## config.mk

```make
export PLATFORM = sky130hd
export DESIGN_NAME = cbcs_queue
export DESIGN_NICKNAME = d
export VERILOG_FILES = /design/src/hdl/cbcs_pkg.sv /design/src/hdl/cbcs_queue.sv
export SDC_FILE = /design/constraint.sdc
export NUM_CORES = 1
export LEC_CHECK = 0
export BUFFER_PORTS_ARGS = -buffer_cell sky130_fd_sc_hd__buf_2
export CORE_AREA = 3 3 244 246
export CTS_CLUSTER_DIAMETER = 40
export DETAILED_ROUTE_END_ITERATION = 16
export DIE_AREA = 0 0 247 249
export PLACE_DENSITY_LB_ADDON = 0.3
export SYNTH_ARGS = -nofsm -noshare
export SYNTH_HDL_FRONTEND = slang
export SYNTH_SLANG_ARGS = --single-unit
```

## constraint.sdc

```tcl
create_clock -name clock -period 22.6 [get_ports clock]
set_input_delay 3.39 -clock clock [delete_from_list [all_inputs] [get_ports clock]]
set_output_delay 3.39 -clock clock [all_outputs]
set_load 0.02 [all_outputs]
```

## src/hdl/cbcs_pkg.sv

```systemverilog
`default_nettype none
// ----------------------------------------------------------------------------
// cbcs_pkg: shared types and constants of the circle / box collision step
// Item and result layouts, codes, configuration bundle and saturation helper.
// ----------------------------------------------------------------------------
package cbcs_pkg;

   localparam int MAX_BOXES   = 64;
   localparam int BOX_AW      = $clog2(MAX_BOXES);
   localparam int BOX_CW      = BOX_AW + 1;
   localparam int QUEUE_DEPTH = 2;
   localparam int QUEUE_AW    = $clog2(QUEUE_DEPTH);

   localparam logic [1:0] OP_CLEAR  = 2'd0;
   localparam logic [1:0] OP_APPEND = 2'd1;
   localparam logic [1:0] OP_STEP   = 2'd2;

   localparam logic [1:0] KIND_CLEAR  = 2'd0;
   localparam logic [1:0] KIND_APPEND = 2'd1;
   localparam logic [1:0] KIND_STEP   = 2'd2;

   localparam logic [2:0] ST_FREE    = 3'd0;
   localparam logic [2:0] ST_HIT     = 3'd1;
   localparam logic [2:0] ST_REST    = 3'd2;
   localparam logic [2:0] ST_STORED  = 3'd3;
   localparam logic [2:0] ST_FULL    = 3'd4;
   localparam logic [2:0] ST_CLEARED = 3'd5;

   localparam logic [1:0] CSR_STEP_TIME     = 2'd0;
   localparam logic [1:0] CSR_GRAVITY_Y     = 2'd1;
   localparam logic [1:0] CSR_REST_LIMIT    = 2'd2;
   localparam logic [1:0] CSR_SLOW_SPEED_SQ = 2'd3;

   localparam logic [15:0] RST_STEP_TIME     = 16'd1092;
   localparam logic [31:0] RST_GRAVITY_Y     = 32'd655360;
   localparam logic [7:0]  RST_REST_LIMIT    = 8'd10;
   localparam logic [30:0] RST_SLOW_SPEED_SQ = 31'd1311;

   localparam logic [16:0] PUSH_Q16 = 17'd65602;
   localparam logic [16:0] ONE_Q16  = 17'd65536;

   typedef struct packed {
      logic [15:0]        step_time;
      logic signed [31:0] gravity_y;
      logic [7:0]         rest_limit;
      logic [30:0]        slow_speed_sq;
   } cfg_type;

   typedef struct packed {
      logic signed [31:0] lo_x;
      logic signed [31:0] lo_y;
      logic signed [31:0] hi_x;
      logic signed [31:0] hi_y;
   } box_type;

   typedef struct packed {
      logic [1:0]         kind;
      box_type            box;
      logic signed [31:0] pos_x;
      logic signed [31:0] pos_y;
      logic signed [31:0] vel_x;
      logic signed [31:0] vel_y;
      logic [30:0]        radius;
      logic [14:0]        elasticity;
      logic [7:0]         rest_frames;
   } item_type;

   typedef struct packed {
      logic [2:0]         status;
      logic signed [31:0] new_pos_x;
      logic signed [31:0] new_pos_y;
      logic signed [31:0] new_vel_x;
      logic signed [31:0] new_vel_y;
      logic [7:0]         new_rest_frames;
   } result_type;

   function automatic logic signed [31:0] sat32(input logic signed [55:0] v);
      if (v > 56'sd2147483647) begin
         return 32'sh7fffffff;
      end else if (v < -56'sd2147483648) begin
         return 32'sh80000000;
      end
      return $signed(v[31:0]);
   endfunction

endpackage
`default_nettype wire

```

## src/hdl/cbcs_queue.sv

```systemverilog
`default_nettype none
// ----------------------------------------------------------------------------
// cbcs_queue: short item queue
// Decouples the input stage from the step engine.
// ----------------------------------------------------------------------------
module cbcs_queue
   import cbcs_pkg::*;
(
   input  wire logic     clock,
   input  wire logic     reset,
   input  wire logic     push,
   input  wire item_type push_item,
   output logic          full,
   input  wire logic     pop,
   output logic          empty,
   output item_type      head
);

   item_type             slot_ff [QUEUE_DEPTH];
   logic [QUEUE_AW-1:0]  wr_ptr_ff, rd_ptr_ff;
   logic [QUEUE_AW:0]    cnt_ff;

   assign full  = (cnt_ff == (QUEUE_AW+1)'(QUEUE_DEPTH));
   assign empty = (cnt_ff == '0);
   assign head  = slot_ff[rd_ptr_ff];

   always_ff @(posedge clock) begin
      if (reset) begin
         wr_ptr_ff <= '0;
         rd_ptr_ff <= '0;
         cnt_ff    <= '0;
      end else begin
         if (push) begin
            wr_ptr_ff <= (wr_ptr_ff == QUEUE_AW'(QUEUE_DEPTH-1)) ? '0 : wr_ptr_ff + 1'b1;
         end
         if (pop) begin
            rd_ptr_ff <= (rd_ptr_ff == QUEUE_AW'(QUEUE_DEPTH-1)) ? '0 : rd_ptr_ff + 1'b1;
         end
         cnt_ff <= cnt_ff + (QUEUE_AW+1)'(push) - (QUEUE_AW+1)'(pop);
      end
      if (push) begin
         slot_ff[wr_ptr_ff] <= push_item;
      end
   end

endmodule
`default_nettype wire

```

==> run_results.csv <==
group,metric,value,unit
synth,synth_seq_cells,629,
global_route,globalRouteMet3Util,0.0756,
floorplan,die_h,249,um
routing,viasPerCell,4.65,
global_route,gr-total-overflow,0,
global_route,routing_usage_on_met2,0.291,
synth,syn_nets,1310,
global_route,grt_first_pass_wirelength,78200,um
floorplan,die_area,61500,sq um
worst_hold_path,worst_min_delay_path_category,"reg -> reg",
place,post_dp_cell_area,27700,sq um
routing,num_vias,11800,
pwr,static-leakage-power,12.1,nW
synth,synthMostInstantiatedCell,"sky130_fd_sc_hd__edfxtp_1",
pwr,power-per-cell-area,101,nW/um^2
clocking,clockRootBuffer,"sky130_fd_sc_hd__clkbuf_16",
place,routabilityCongestion,0.801,
floorplan,core_region_area,57600,sq um
timing,holdWs,0.540,ns
global_route,largest_net_degree_at_the_start_of_global_routing,172,
global_route,gr-usage-met1,0.184,
setup_path,timing.critical_path.slowest_stage_cell,"sky130_fd_sc_hd__buf_4",
synth,ys_warn_count,0,
synth,post-synth-top-area-cell,"sky130_fd_sc_hd__edfxtp_1",
synth,synth.cells.most_frequent,"624 x sky130_fd_sc_hd__edfxtp_1, 280 x sky130_fd_sc_hd__mux2_4, 32 x sky130_fd_sc_hd__mux2_2",
clocking,cts_sinks,629,
clocking,cts.htree.levels,3,
timing,tightest_slew,1.34,ns
clocking,clock_pin_slew_on_the_worst_setup_and_hold_paths,0.06,ns
synth,yosys-mux-area-fraction,0.189,
timing,grt_setup_unrepaired,"false",
setup_path,timing.critical_path.to_type,"output pin",
global_route,grt_busiest_layer,"met2",
setup_path,worst-path-max-fanout,58,
synth,synth-seq-area-share,0.782,
setup_path,slowest_delay,0.93,ns
synth,synth_top_family_by_area,"multiplexers",
clocking,cts_post_setup_buffers_inserted,0,
synth,ys.flop_type,"sky130_fd_sc_hd__edfxtp_1",
job,timing.max_cap.violations,0,
setup_path,path_delay_family,"buffers and inverters",
synth,adder_cell_fraction_of_synth_area,0.00104,
final_layout,nets,2002,
setup_path,critical_path_buf_inv_count,3,
setup_path,timing_worst_setup_path_type,"reg -> out",
synth,synthCells,992,
setup_path,required,19.21,ns
global_route,number_of_antenna_violations_at_the_first_check_in_global_routing,26,
clocking,post_cts_resized,0,
synth,async_reset_ff_frac,0,
floorplan,io-pin-count,630,
clocking,cts-buffers-inserted,85,
timing,timing.final.setup_violations,0,
pwr,vdd_drop_max,0.0680,mV
synth,synth_area_leaders,"sky130_fd_sc_hd__edfxtp_1 78%, sky130_fd_sc_hd__mux2_4 17%, sky130_fd_sc_hd__buf_12 1.8%, sky130_fd_sc_hd__mux2_2 1.5%, sky130_fd_sc_hd__buf_6 0.47%",
timing,timing.fmax,0.137,GHz
synth,synthXorXnorAreaFrac,0.00166,
setup_path,path_common_cell,"sky130_fd_sc_hd__buf_4",
run_status,run_status,"finished clean",
routing,detail_route.drc_violations,0,
routing,drt_iter0_markers,606,
synth,synth_area_per_cell,24.3,sq um
final_layout,final_layout_size_suffix_gt1_frac,0.626,
final_layout,syn_to_final_growth,27.6,%
timing,worst_slew_margin_rel,0.108,
clocking,cts.path.max_buffers,3,
synth,synthDistinctLibCells,14,
global_route,grt.total_usage,0.171,
timing,clock_skew,0.0294,ns
clocking,tritoncts_clock_tree,"yes",
timing,timing.final.hold_violations,0,
global_route,grt_pass1_vias,12600,
final_layout,filler_cell_count,4574,
timing,fin_tns_setup,0,ns
setup_path,timing.critical_path.from_type,"flop",
timing,final.min_clock_period,7.30,ns
timing,timing.final.max_slew_violations,0,
floorplan,rows,88,
final_layout,final_cell_area,30700,sq um
synth,syn-cell-area,24100,sq um
routing,drtAntennaViolNets,0,
setup_path,arrival,3.91,ns
place,post-dp-hpwl,37300,um
place,port_buffers,629,
clocking,insertion_delay,0.61,ns
synth,yosysTopAreaCellShare,0.778,
routing,wl_per_cell,21.2,um
floorplan,die_x,247,um
clocking,post_cts_hold_buffer_count,0,
routing,wirelength,53700,um
synth,synth_compound_area_frac,0,
synth,synth_simple_gate_area_frac,0.00182,
synth,synth_edf_count,624,
timing,period_share,0.323,
setup_path,critical_path.cell_chain,"buf_4 > buf_4 > mux2_4 > buf_2",
floorplan,initial_utilization,0.418,
routing,drt-pass1-iter-count,4,
[path summary, 6_finish.rpt]
path                   from             end  slack (ns)  cells after the start
setup reg to reg  wr_ptr_ff  slot_ff[1][45]       19.41                      3
hold / removal    rd_ptr_ff       rd_ptr_ff        0.54                      2
setup / recovery       flop       head[165]       15.30                      4
hold reg to reg   rd_ptr_ff       rd_ptr_ff        0.54                      2
[routing by layer]
layer	wire length (um)	vias to the layer above	share of wire
li1	-	5401	-
met1	18900	5776	0.35
met2	27600	448	0.51
met3	5480	117	0.10
met4	1540	24	0.029
met5	165	-	0.0031
[stage by stage]
stage | total power [mW] | utilization | std cells | worst slack (ns)
after global routing | 3.23 | 0.534 | 2525 | 15.10
after global placement | 1.78 | 0.482 | 2362 | 16.01
final | 3.12 | 0.534 | 2528 | 15.30
after detailed placement | 1.79 | 0.482 | 2362 | 15.88
after floorplan | 1.70 | - | 992 | 4.77
after CTS | 3.16 | 0.533 | 2515 | 15.21
[layout make-up]
class | count | area (sq um) | share of cell area
flip-flops and latches | 629 | 18800 | 0.613
multi-input cells | 326 | 4680 | 0.152
repair buffers | 640 | 3260 | 0.106
well taps | 765 | 957 | 0.0311
clock buffers | 90 | 2150 | 0.0698
inverters | 2 | 7.51 | 0.000244
clock inverters | 63 | 807 | 0.0263
diodes | 13 | 32.5 | 0.00106
[worst register-to-register path: stages (launching register included)]
cell and delay, ns:
sky130_fd_sc_hd__dfxtp_1 0.42, sky130_fd_sc_hd__and2_4 0.49, sky130_fd_sc_hd__buf_4 0.85, sky130_fd_sc_hd__buf_4 0.93
[kinds of logic (layout without fill, tap and decap cells)]
family                     after synthesis  count (layout)
and+or+nand+nor                          9               9
xor gates and xnor gates                 3               3
muxes                                  312             312
buffers and inverters                   37             795
adders and majority gates                2               2
DFF                                    629             629
other                                    0              13
[power breakdown]
group,switching [mW],total [mW],internal [mW]
Sequential,0.0213,1.39,1.37
Combinational,0.211,0.373,0.162
Clock,0.514,1.36,0.843
[placed cells by master (no fill, tap or decap), types with 7 or more instances in the layout]
master                         n
sky130_fd_sc_hd__clkinv_1      7
sky130_fd_sc_hd__buf_2       629
sky130_fd_sc_hd__clkinvlp_4    9
sky130_fd_sc_hd__diode_2      13
sky130_fd_sc_hd__clkbuf_16    85
sky130_fd_sc_hd__mux2_4      280
sky130_fd_sc_hd__mux2_2       32
sky130_fd_sc_hd__clkinv_2      8
sky130_fd_sc_hd__buf_4         9
sky130_fd_sc_hd__edfxtp_1    624
sky130_fd_sc_hd__inv_6        14
sky130_fd_sc_hd__bufinv_16    12
[sequential cells by signal, summed over array words and instances, names as in the netlist, named ones only]
register / cells
wr_ptr_ff: 1
slot_ff: 624
cnt_ff: 2
rd_ptr_ff: 1
Power figures use the tool's default switching activity.
