$ cat src/hdl/cbcs_pkg.sv
`default_nettype none
// ----------------------------------------------------------------------------
// cbcs_pkg: shared types and constants of the circle / box collision step
// Item and result layouts, codes, configuration bundle and saturation helper.
// ----------------------------------------------------------------------------
package cbcs_pkg;

   localparam int MAX_BOXES   = 64;
   localparam int BOX_AW      = $clog2(MAX_BOXES);
   localparam int BOX_CW      = BOX_AW + 1;
   localparam int QUEUE_DEPTH = 2;
   localparam int QUEUE_AW    = $clog2(QUEUE_DEPTH);

   localparam logic [1:0] OP_CLEAR  = 2'd0;
   localparam logic [1:0] OP_APPEND = 2'd1;
   localparam logic [1:0] OP_STEP   = 2'd2;

   localparam logic [1:0] KIND_CLEAR  = 2'd0;
   localparam logic [1:0] KIND_APPEND = 2'd1;
   localparam logic [1:0] KIND_STEP   = 2'd2;

   localparam logic [2:0] ST_FREE    = 3'd0;
   localparam logic [2:0] ST_HIT     = 3'd1;
   localparam logic [2:0] ST_REST    = 3'd2;
   localparam logic [2:0] ST_STORED  = 3'd3;
   localparam logic [2:0] ST_FULL    = 3'd4;
   localparam logic [2:0] ST_CLEARED = 3'd5;

   localparam logic [1:0] CSR_STEP_TIME     = 2'd0;
   localparam logic [1:0] CSR_GRAVITY_Y     = 2'd1;
   localparam logic [1:0] CSR_REST_LIMIT    = 2'd2;
   localparam logic [1:0] CSR_SLOW_SPEED_SQ = 2'd3;

   localparam logic [15:0] RST_STEP_TIME     = 16'd1092;
   localparam logic [31:0] RST_GRAVITY_Y     = 32'd655360;
   localparam logic [7:0]  RST_REST_LIMIT    = 8'd10;
   localparam logic [30:0] RST_SLOW_SPEED_SQ = 31'd1311;

   localparam logic [16:0] PUSH_Q16 = 17'd65602;
   localparam logic [16:0] ONE_Q16  = 17'd65536;

   typedef struct packed {
      logic [15:0]        step_time;
      logic signed [31:0] gravity_y;
      logic [7:0]         rest_limit;
      logic [30:0]        slow_speed_sq;
   } cfg_type;

   typedef struct packed {
      logic signed [31:0] lo_x;
      logic signed [31:0] lo_y;
      logic signed [31:0] hi_x;
      logic signed [31:0] hi_y;
   } box_type;

   typedef struct packed {
      logic [1:0]         kind;
      box_type            box;
      logic signed [31:0] pos_x;
      logic signed [31:0] pos_y;
      logic signed [31:0] vel_x;
      logic signed [31:0] vel_y;
      logic [30:0]        radius;
      logic [14:0]        elasticity;
      logic [7:0]         rest_frames;
   } item_type;

   typedef struct packed {
      logic [2:0]         status;
      logic signed [31:0] new_pos_x;
      logic signed [31:0] new_pos_y;
      logic signed [31:0] new_vel_x;
      logic signed [31:0] new_vel_y;
      logic [7:0]         new_rest_frames;
   } result_type;

   function automatic logic signed [31:0] sat32(input logic signed [55:0] v);
      if (v > 56'sd2147483647) begin
         return 32'sh7fffffff;
      end else if (v < -56'sd2147483648) begin
         return 32'sh80000000;
      end
      return $signed(v[31:0]);
   endfunction

endpackage
`default_nettype wire

$ cat src/hdl/cbcs_front.sv
`default_nettype none
// ----------------------------------------------------------------------------
// cbcs_front: input stage
// Accepts request words, decodes the operation and hands items to the queue.
// ----------------------------------------------------------------------------
module cbcs_front
   import cbcs_pkg::*;
(
   input  wire logic         clock,
   input  wire logic         reset,
   input  wire logic         req_tvalid,
   output logic              req_tready,
   input  wire logic [311:0] req_tdata,
   input  wire logic [1:0]   req_tuser,
   input  wire logic         q_full,
   output logic              q_push,
   output item_type          q_item
);

   logic     stage_vld_ff, stage_vld_in;
   item_type stage_ff, stage_in;
   logic     take;

   assign req_tready = !stage_vld_ff || !q_full;
   assign take       = req_tvalid && req_tready;
   assign q_push     = stage_vld_ff && !q_full;
   assign q_item     = stage_ff;

   always_comb begin
      stage_in = stage_ff;
      case (req_tuser)
         OP_CLEAR:  stage_in.kind = KIND_CLEAR;
         OP_APPEND: stage_in.kind = KIND_APPEND;
         OP_STEP:   stage_in.kind = KIND_STEP;
         default:   stage_in.kind = KIND_STEP;
      endcase
      stage_in.box.lo_x     = $signed(req_tdata[31:0]);
      stage_in.box.lo_y     = $signed(req_tdata[63:32]);
      stage_in.box.hi_x     = $signed(req_tdata[95:64]);
      stage_in.box.hi_y     = $signed(req_tdata[127:96]);
      stage_in.pos_x        = $signed(req_tdata[159:128]);
      stage_in.pos_y        = $signed(req_tdata[191:160]);
      stage_in.vel_x        = $signed(req_tdata[223:192]);
      stage_in.vel_y        = $signed(req_tdata[255:224]);
      stage_in.radius       = req_tdata[286:256];
      stage_in.elasticity   = req_tdata[301:287];
      stage_in.rest_frames  = req_tdata[309:302];
      if (take) begin
         stage_vld_in = 1'b1;
      end else if (q_push) begin
         stage_vld_in = 1'b0;
      end else begin
         stage_vld_in = stage_vld_ff;
      end
   end

   always_ff @(posedge clock) begin
      if (reset) begin
         stage_vld_ff <= 1'b0;
      end else begin
         stage_vld_ff <= stage_vld_in;
      end
      if (take) begin
         stage_ff <= stage_in;
      end
   end

endmodule
`default_nettype wire

$ cat config.mk
export PLATFORM = sky130hd
export DESIGN_NAME = cbcs_front
export DESIGN_NICKNAME = d
export VERILOG_FILES = /design/src/hdl/cbcs_pkg.sv /design/src/hdl/cbcs_front.sv
export SDC_FILE = /design/constraint.sdc
export NUM_CORES = 1
export LEC_CHECK = 0
export BUFFER_PORTS_ARGS = -buffer_cell sky130_fd_sc_hd__buf_2
export CELL_PAD_IN_SITES_DETAIL_PLACEMENT = 0
export CELL_PAD_IN_SITES_GLOBAL_PLACEMENT = 1
export CORE_AREA = 3 3 245 247
export CTS_CLUSTER_DIAMETER = 40
export DETAILED_ROUTE_END_ITERATION = 8
export DIE_AREA = 0 0 248 250
export PLACE_DENSITY = 0.46
export SLEW_MARGIN = 10
export SYNTH_ARGS = -nofsm -noshare
export SYNTH_HDL_FRONTEND = slang
export SYNTH_SLANG_ARGS = --single-unit
$ cat constraint.sdc
create_clock -name clock -period 11.5 [get_ports clock]
set_clock_uncertainty 0.05 [all_clocks]
set_input_delay 1.15 -clock clock [delete_from_list [all_inputs] [get_ports clock]]
set_output_delay 1.15 -clock clock [all_outputs]
set_load 0.05 [all_outputs]
==> flow_metrics.env, run 1 <==
export IMPL_placed_area_sq_um=13570
export IMPL_p_per_area_nw_per_um2=216.0
export IMPL_critPathLaunchType="primary input"
export IMPL_fp_dieH_um=250
export IMPL_grt_pass1_wl_mm=41.90
export IMPL_fillers=6052
export IMPL_seq_area_frac_synth_pct=99.60
export IMPL_dr_pass1_iters=4
export IMPL_r2r_end="q_item[47]$_DFFE_PP_"
export IMPL_crit_type="in -> reg"
export IMPL_die_width_um=248
export IMPL_holdPathEnd="stage_vld_ff$_SDFFE_PP0P_"
export IMPL_synth_ff_latch_count=313
export IMPL_worst_skew_pair_late_latency_ps=580
export IMPL_cp_max_fo=68
export IMPL_grt_use_total_pct=9.226
export IMPL_final_max_slew_violation_count=0
export IMPL_dp_cells=1716
export IMPL_cts_hold_buf=0
export IMPL_cp_end_kind="flop"
export IMPL_ir_drop_uv=147.3
export IMPL_numClockSinks=313
export IMPL_drcViolationCount=0
export IMPL_worst_path_buf_inv=3
export IMPL_synth_cell_types=9
export IMPL_worstReg2RegStart="stage_vld_ff$_SDFFE_PP0P_"
export IMPL_hp_class="reg -> reg"
export IMPL_cp_cell_sequence="buf_2, nand2_1, and2_4, buf_4, buf_4"
export IMPL_final_cells=1820
export IMPL_min_delay_start="stage_vld_ff$_SDFFE_PP0P_"
export IMPL_use_met2_pct=16.56
export IMPL_post_cts_setup_buffers=0
export IMPL_dieArea_sq_um=62000
export IMPL_core_area_sq_um=57810
export IMPL_fin_nets=1326
export IMPL_first_global_vias=6573
export IMPL_reg2reg_slack_ps=8630
export IMPL_grt_antenna_before_repair=7
export IMPL_area_growth_pct=63.56
export IMPL_port_buffers=629
export IMPL_leakage_uw=0.006421
export IMPL_clk_pin_slew_worst_paths_ps=50
export IMPL_wl_per_cell_um=16.80
export IMPL_tightest_slew_ps=1031
export IMPL_fin_area_sq_um=15420
export IMPL_yosys_warnings=0
export IMPL_ctsHtreeMaxLevel=2
export IMPL_slew_headroom_pct=31.29
export IMPL_totalWireLength_mm=30.58
export IMPL_gp_congestion=0.7336
export IMPL_ant_nets=0
export IMPL_crit_family="buffers and inverters"
export IMPL_cts_made_buffers=55
export IMPL_dr_total_vias=6047
export IMPL_cts_resized_gates=0
export IMPL_fin_crit_ps=3234
export IMPL_critPathArrivalTime_ps=3380
export IMPL_cap_violations=0
export IMPL_synth_area_leader_cell="edfxtp_1"
export IMPL_synth_top_cell_area_share_pct=99.39
export IMPL_worstHoldPathCells=2
export IMPL_rsz0062_at_grt="false"
export IMPL_synth_cells=320
export IMPL_syn_num_nets=638
export IMPL_hpwl_mm=23.45
export IMPL_max_freq_mhz=309.2
export IMPL_grt_max_degree=160
export IMPL_crit_slowest_cell="buf_4"
export IMPL_io_pins=632
export IMPL_grt_overflow=0
export IMPL_initialDrtViolationCount=191
export IMPL_netlist_top_cells_area="edfxtp_1 (99%), dfxtp_1 (0.21%), and2b_2 (0.093%)"
export IMPL_use_met3_pct=4.545
export IMPL_hold_viol=0
export IMPL_syn_avg_cell_area_sq_um=29.46
export IMPL_synth_area_sq_um=9427
export IMPL_cpMostUsedCell="buf_4"
export IMPL_use_met1_pct=8.806
export IMPL_min_period_over_period_pct=28.12
export IMPL_reg2reg_depth=4
export IMPL_status="complete, no violations"
export IMPL_crit_required_ps=11650
export IMPL_cpPeakStageDelay_ps=770
export IMPL_cts_root_buf="clkbuf_16"
export IMPL_rows=88
export IMPL_busiest_layer="met2"
export IMPL_cts_buffer_depth=3
export IMPL_drive_gt1_share_pct=68.79
export IMPL_cts_tree="built"
export IMPL_final_setup_viol_count=0
export IMPL_vias_per_cell=3.323
export IMPL_initial_utilization_pct=16.31
export IMPL_setup_tns_ps=0
-- per-stage QoR --
stage | setup WS, ps | util [%] | hold WS (ps) | total power (uW)
finish | 8266 | 26.67 | 463.5 | 3331
global route | 8088 | 26.67 | 488.1 | 3459
CTS | 8288 | 26.67 | 460.4 | 3397
detailed placement | 7642 | 23.47 | 450.3 | 1763
global placement | 7678 | 23.47 | 472.2 | 1760
floorplan | 2094 | - | 416.6 | 1646
-- synthesized netlist by cell type (all sizes together) --
master,n
a21oi,1
and2,1
and2b,1
clkbuf,1
dfxtp,1
edfxtp,312
nand2,1
nor2,1
nor2b,1
-- tightest hold or removal path, cell delays in order (launching register included) --
cell and delay [ps]:
dfxtp_1 340, a21oi_1 70, nor2_1 70
-- cell type report --
class / instances / area (sq um) / share of cell area, %
antenna: 1 / 2.502 / 0.01623
clock buffer: 61 / 1399 / 9.072
clock inverter: 42 / 451.7 / 2.929
multi-input combinational: 6 / 36.28 / 0.2353
sequential: 313 / 9389 / 60.89
tap: 765 / 957.2 / 6.208
timing repair buffer: 632 / 3183 / 20.64
-- where the power goes --
| group | internal (uW) | switching (uW) | total [uW] |
|---|---|---|---|
| Clock | 1010 | 590 | 1600 |
| Sequential | 1340 | 15.8 | 1350 |
| Combinational | 80.1 | 299 | 379 |
| Total | 2430 | 905 | 3330 |
-- sequential cells by signal (all words and copies together) (netlist names) --
name,flops
stage_vld_ff,1
q_item,312
-- how the worst max path moves through the flow --
| stage | startpoint | end | slack, ps | cells after the start |
|---|---|---|---|---|
| 6_report | q_full | q_item[47]$_DFFE_PP_ | 8270 | 5 |
| 5_1_grt | q_full | q_item[250]$_DFFE_PP_ | 8090 | 5 |
| 4_1_cts | q_full | q_item[250]$_DFFE_PP_ | 8290 | 5 |
| 3_5_place_dp | q_full | q_item[103]$_DFFE_PP_ | 7640 | 5 |
| 3_3_place_gp | q_full | q_item[103]$_DFFE_PP_ | 7680 | 5 |
| 2_1_floorplan | q_full | q_item[0]$_DFFE_PP_ | 2090 | 2 |
-- placed cells by master, fill, tap and decap left out, types with 2 or more instances in the layout --
cell	n
clkinv_1	6
clkinv_8	2
buf_4	2
inv_6	9
clkbuf_1	6
clkbuf_16	55
bufinv_16	5
clkinv_4	6
buf_2	629
inv_8	2
clkinv_2	4
edfxtp_1	312
clkinvlp_4	7
-- per-layer routing --
metal	vias up	routed length, um
met2	371	15790
met4	10	957
met3	72	3754
met5	-	76
li1	2720	-
met1	2874	9993
-- cell families (layout without fill, tap and decap cells) --
group	count (synthesis)	in the layout	share of synthesized area (%)
flops	313	313	99.60
simple gates	5	5	0.3053
compound gates	1	1	0.05304
buf+inv	1	735	0.03978
other cells	0	1	0
Power figures use the tool's default switching activity.
==> run 2, diff against run 1 <==
- clock period: 11.5 -> 3 ns (I/O delays scaled with it)
==> flow_metrics.env, run 2 (same netlist as run 1, synthesis figures left out) <==
export IMPL_status="complete, no violations"
export IMPL_grt_pass1_wl_mm=48.82
export IMPL_layout_common_cells="buf_2 (629), dlygate4sd3_1 (313), edfxtp_1 (312), clkbuf_16 (57), inv_6 (13)"
export IMPL_totalWireLength_mm=34.21
export IMPL_die_width_um=248
export IMPL_critPathArrivalTime_ps=1900
export IMPL_ctsHtreeMaxLevel=2
export IMPL_hold_viol=0
export IMPL_first_global_vias=8322
export IMPL_p_per_area_nw_per_um2=713.1
export IMPL_worst_skew_pair_late_latency_ps=560
export IMPL_largest_reg_flops=312
export IMPL_gp_congestion=0.7838
export IMPL_crit_type="reg -> reg"
export IMPL_cap_violations=0
export IMPL_final_setup_viol_count=0
export IMPL_fin_crit_ps=1747
export IMPL_dr_pass1_iters=4
export IMPL_initial_utilization_pct=16.31
export IMPL_rsz0062_at_grt="false"
export IMPL_cts_made_buffers=56
export IMPL_wl_per_cell_um=15.93
export IMPL_cts_tree="built"
export IMPL_post_cts_setup_buffers=0
export IMPL_rows=88
export IMPL_final_common_cell="buf_2"
export IMPL_area_growth_pct=99.63
export IMPL_multiInputGateArea_sq_um=43.79
export IMPL_crit_start="stage_vld_ff$_SDFFE_PP0P_"
export IMPL_critPathLaunchType="flop"
export IMPL_crit_family="buffers and inverters"
export IMPL_crit_required_ps=3150
export IMPL_drive_gt1_share_pct=54.27
export IMPL_core_area_sq_um=57810
export IMPL_crit_slowest_cell="buf_4"
export IMPL_final_core_util_pct=32.55
export IMPL_ir_drop_uv=410.2
export IMPL_worst_path_buf_inv=1
export IMPL_dieArea_sq_um=62000
export IMPL_cp_end_kind="flop"
export IMPL_ff_latch_area_sq_um=9390
export IMPL_cts_buffer_depth=3
export IMPL_tightest_slew_ps=561.3
export IMPL_dr_total_vias=7333
export IMPL_fp_dieH_um=250
export IMPL_cp_cell_sequence="nand2_4, and2_4, buf_4"
export IMPL_antenna_cells=0
export IMPL_min_period_over_period_pct=58.25
export IMPL_vias_per_cell=3.415
export IMPL_ant_nets=0
export IMPL_min_delay_start="req_tuser[0]"
export IMPL_leakage_uw=0.007880
export IMPL_io_pins=632
export IMPL_worstReg2RegStart="stage_vld_ff$_SDFFE_PP0P_"
export IMPL_grt_use_total_pct=10.49
export IMPL_cts_root_buf="clkbuf_16"
export IMPL_clk_pin_slew_worst_paths_ps=50
export IMPL_grt_overflow=0
export IMPL_hp_class="in -> reg"
export IMPL_initialDrtViolationCount=235
export IMPL_numClockSinks=313
export IMPL_hpwl_mm=24.77
export IMPL_cp_max_fo=41
export IMPL_grt_max_degree=57
export IMPL_drcViolationCount=0
export IMPL_grt_antenna_before_repair=1
export IMPL_slew_headroom_pct=62.58
export IMPL_cts_hold_buf=313
export IMPL_hold_ws_ps=80.97
export IMPL_port_buffers=629
export IMPL_cts_resized_gates=0
export IMPL_final_max_slew_violation_count=0
export IMPL_fin_nets=1655
export IMPL_cpPeakStageDelay_ps=540
export IMPL_fillers=5719
export IMPL_max_freq_mhz=572.3
run 2: cell type report:
| type | count | area share, % |
|---|---|---|
| clock inverters | 45 | 2.620 |
| flip-flops and latches | 313 | 49.90 |
| repair buffers | 960 | 34.56 |
| clock buffers | 58 | 7.600 |
| multi-input cells | 6 | 0.2327 |
| well taps | 765 | 5.086 |
run 2: power breakdown:
group	leakage (uW)	internal, uW	switching, uW
Combinational	0.00393	604	1240
Sequential	0.00303	5130	64.7
Clock	0.000927	4120	2270
Total	0.00788	9850	3570
run 2: per-layer routing:
metal,routed length (um),global-route usage [%],vias up
met3,3105,3.847,78
met4,1187,4.752,0
met1,11760,10.37,3479
met5,0,0,-
li1,-,-,3368
met2,18160,19.32,408
run 2: path summary, 6_finish.rpt:
path	cells past startpoint	slack, ps	end
max	3	1250	q_item[30]$_DFFE_PP_
min	2	80	q_item[310]$_DFFE_PP_
max reg2reg	3	1250	q_item[30]$_DFFE_PP_
min reg2reg	2	810	q_item[24]$_DFFE_PP_
run 2: worst register-to-register path: cells and delay by family, from the launching register on:
kind | cells | cell delay (ps)
buffers and inverters | 1 | 560
and+or+nand+nor | 2 | 400
DFF | 1 | 340
run 2: per-stage QoR:
step / cells / area, sq um / worst slack [ps] / setup TNS, ps / total power (uW)
global route: 2147 / 18820 / 1173 / 0 / 13930
detailed placement: 1731 / 13760 / 1129 / 0 / 6800
CTS: 2147 / 18820 / 1195 / 0 / 13610
floorplan: 320 / 9438 / -192.0 / -59910 / 6253
finish: 2147 / 18820 / 1253 / 0 / 13420
global placement: 1731 / 13760 / 1166 / 0 / 6792
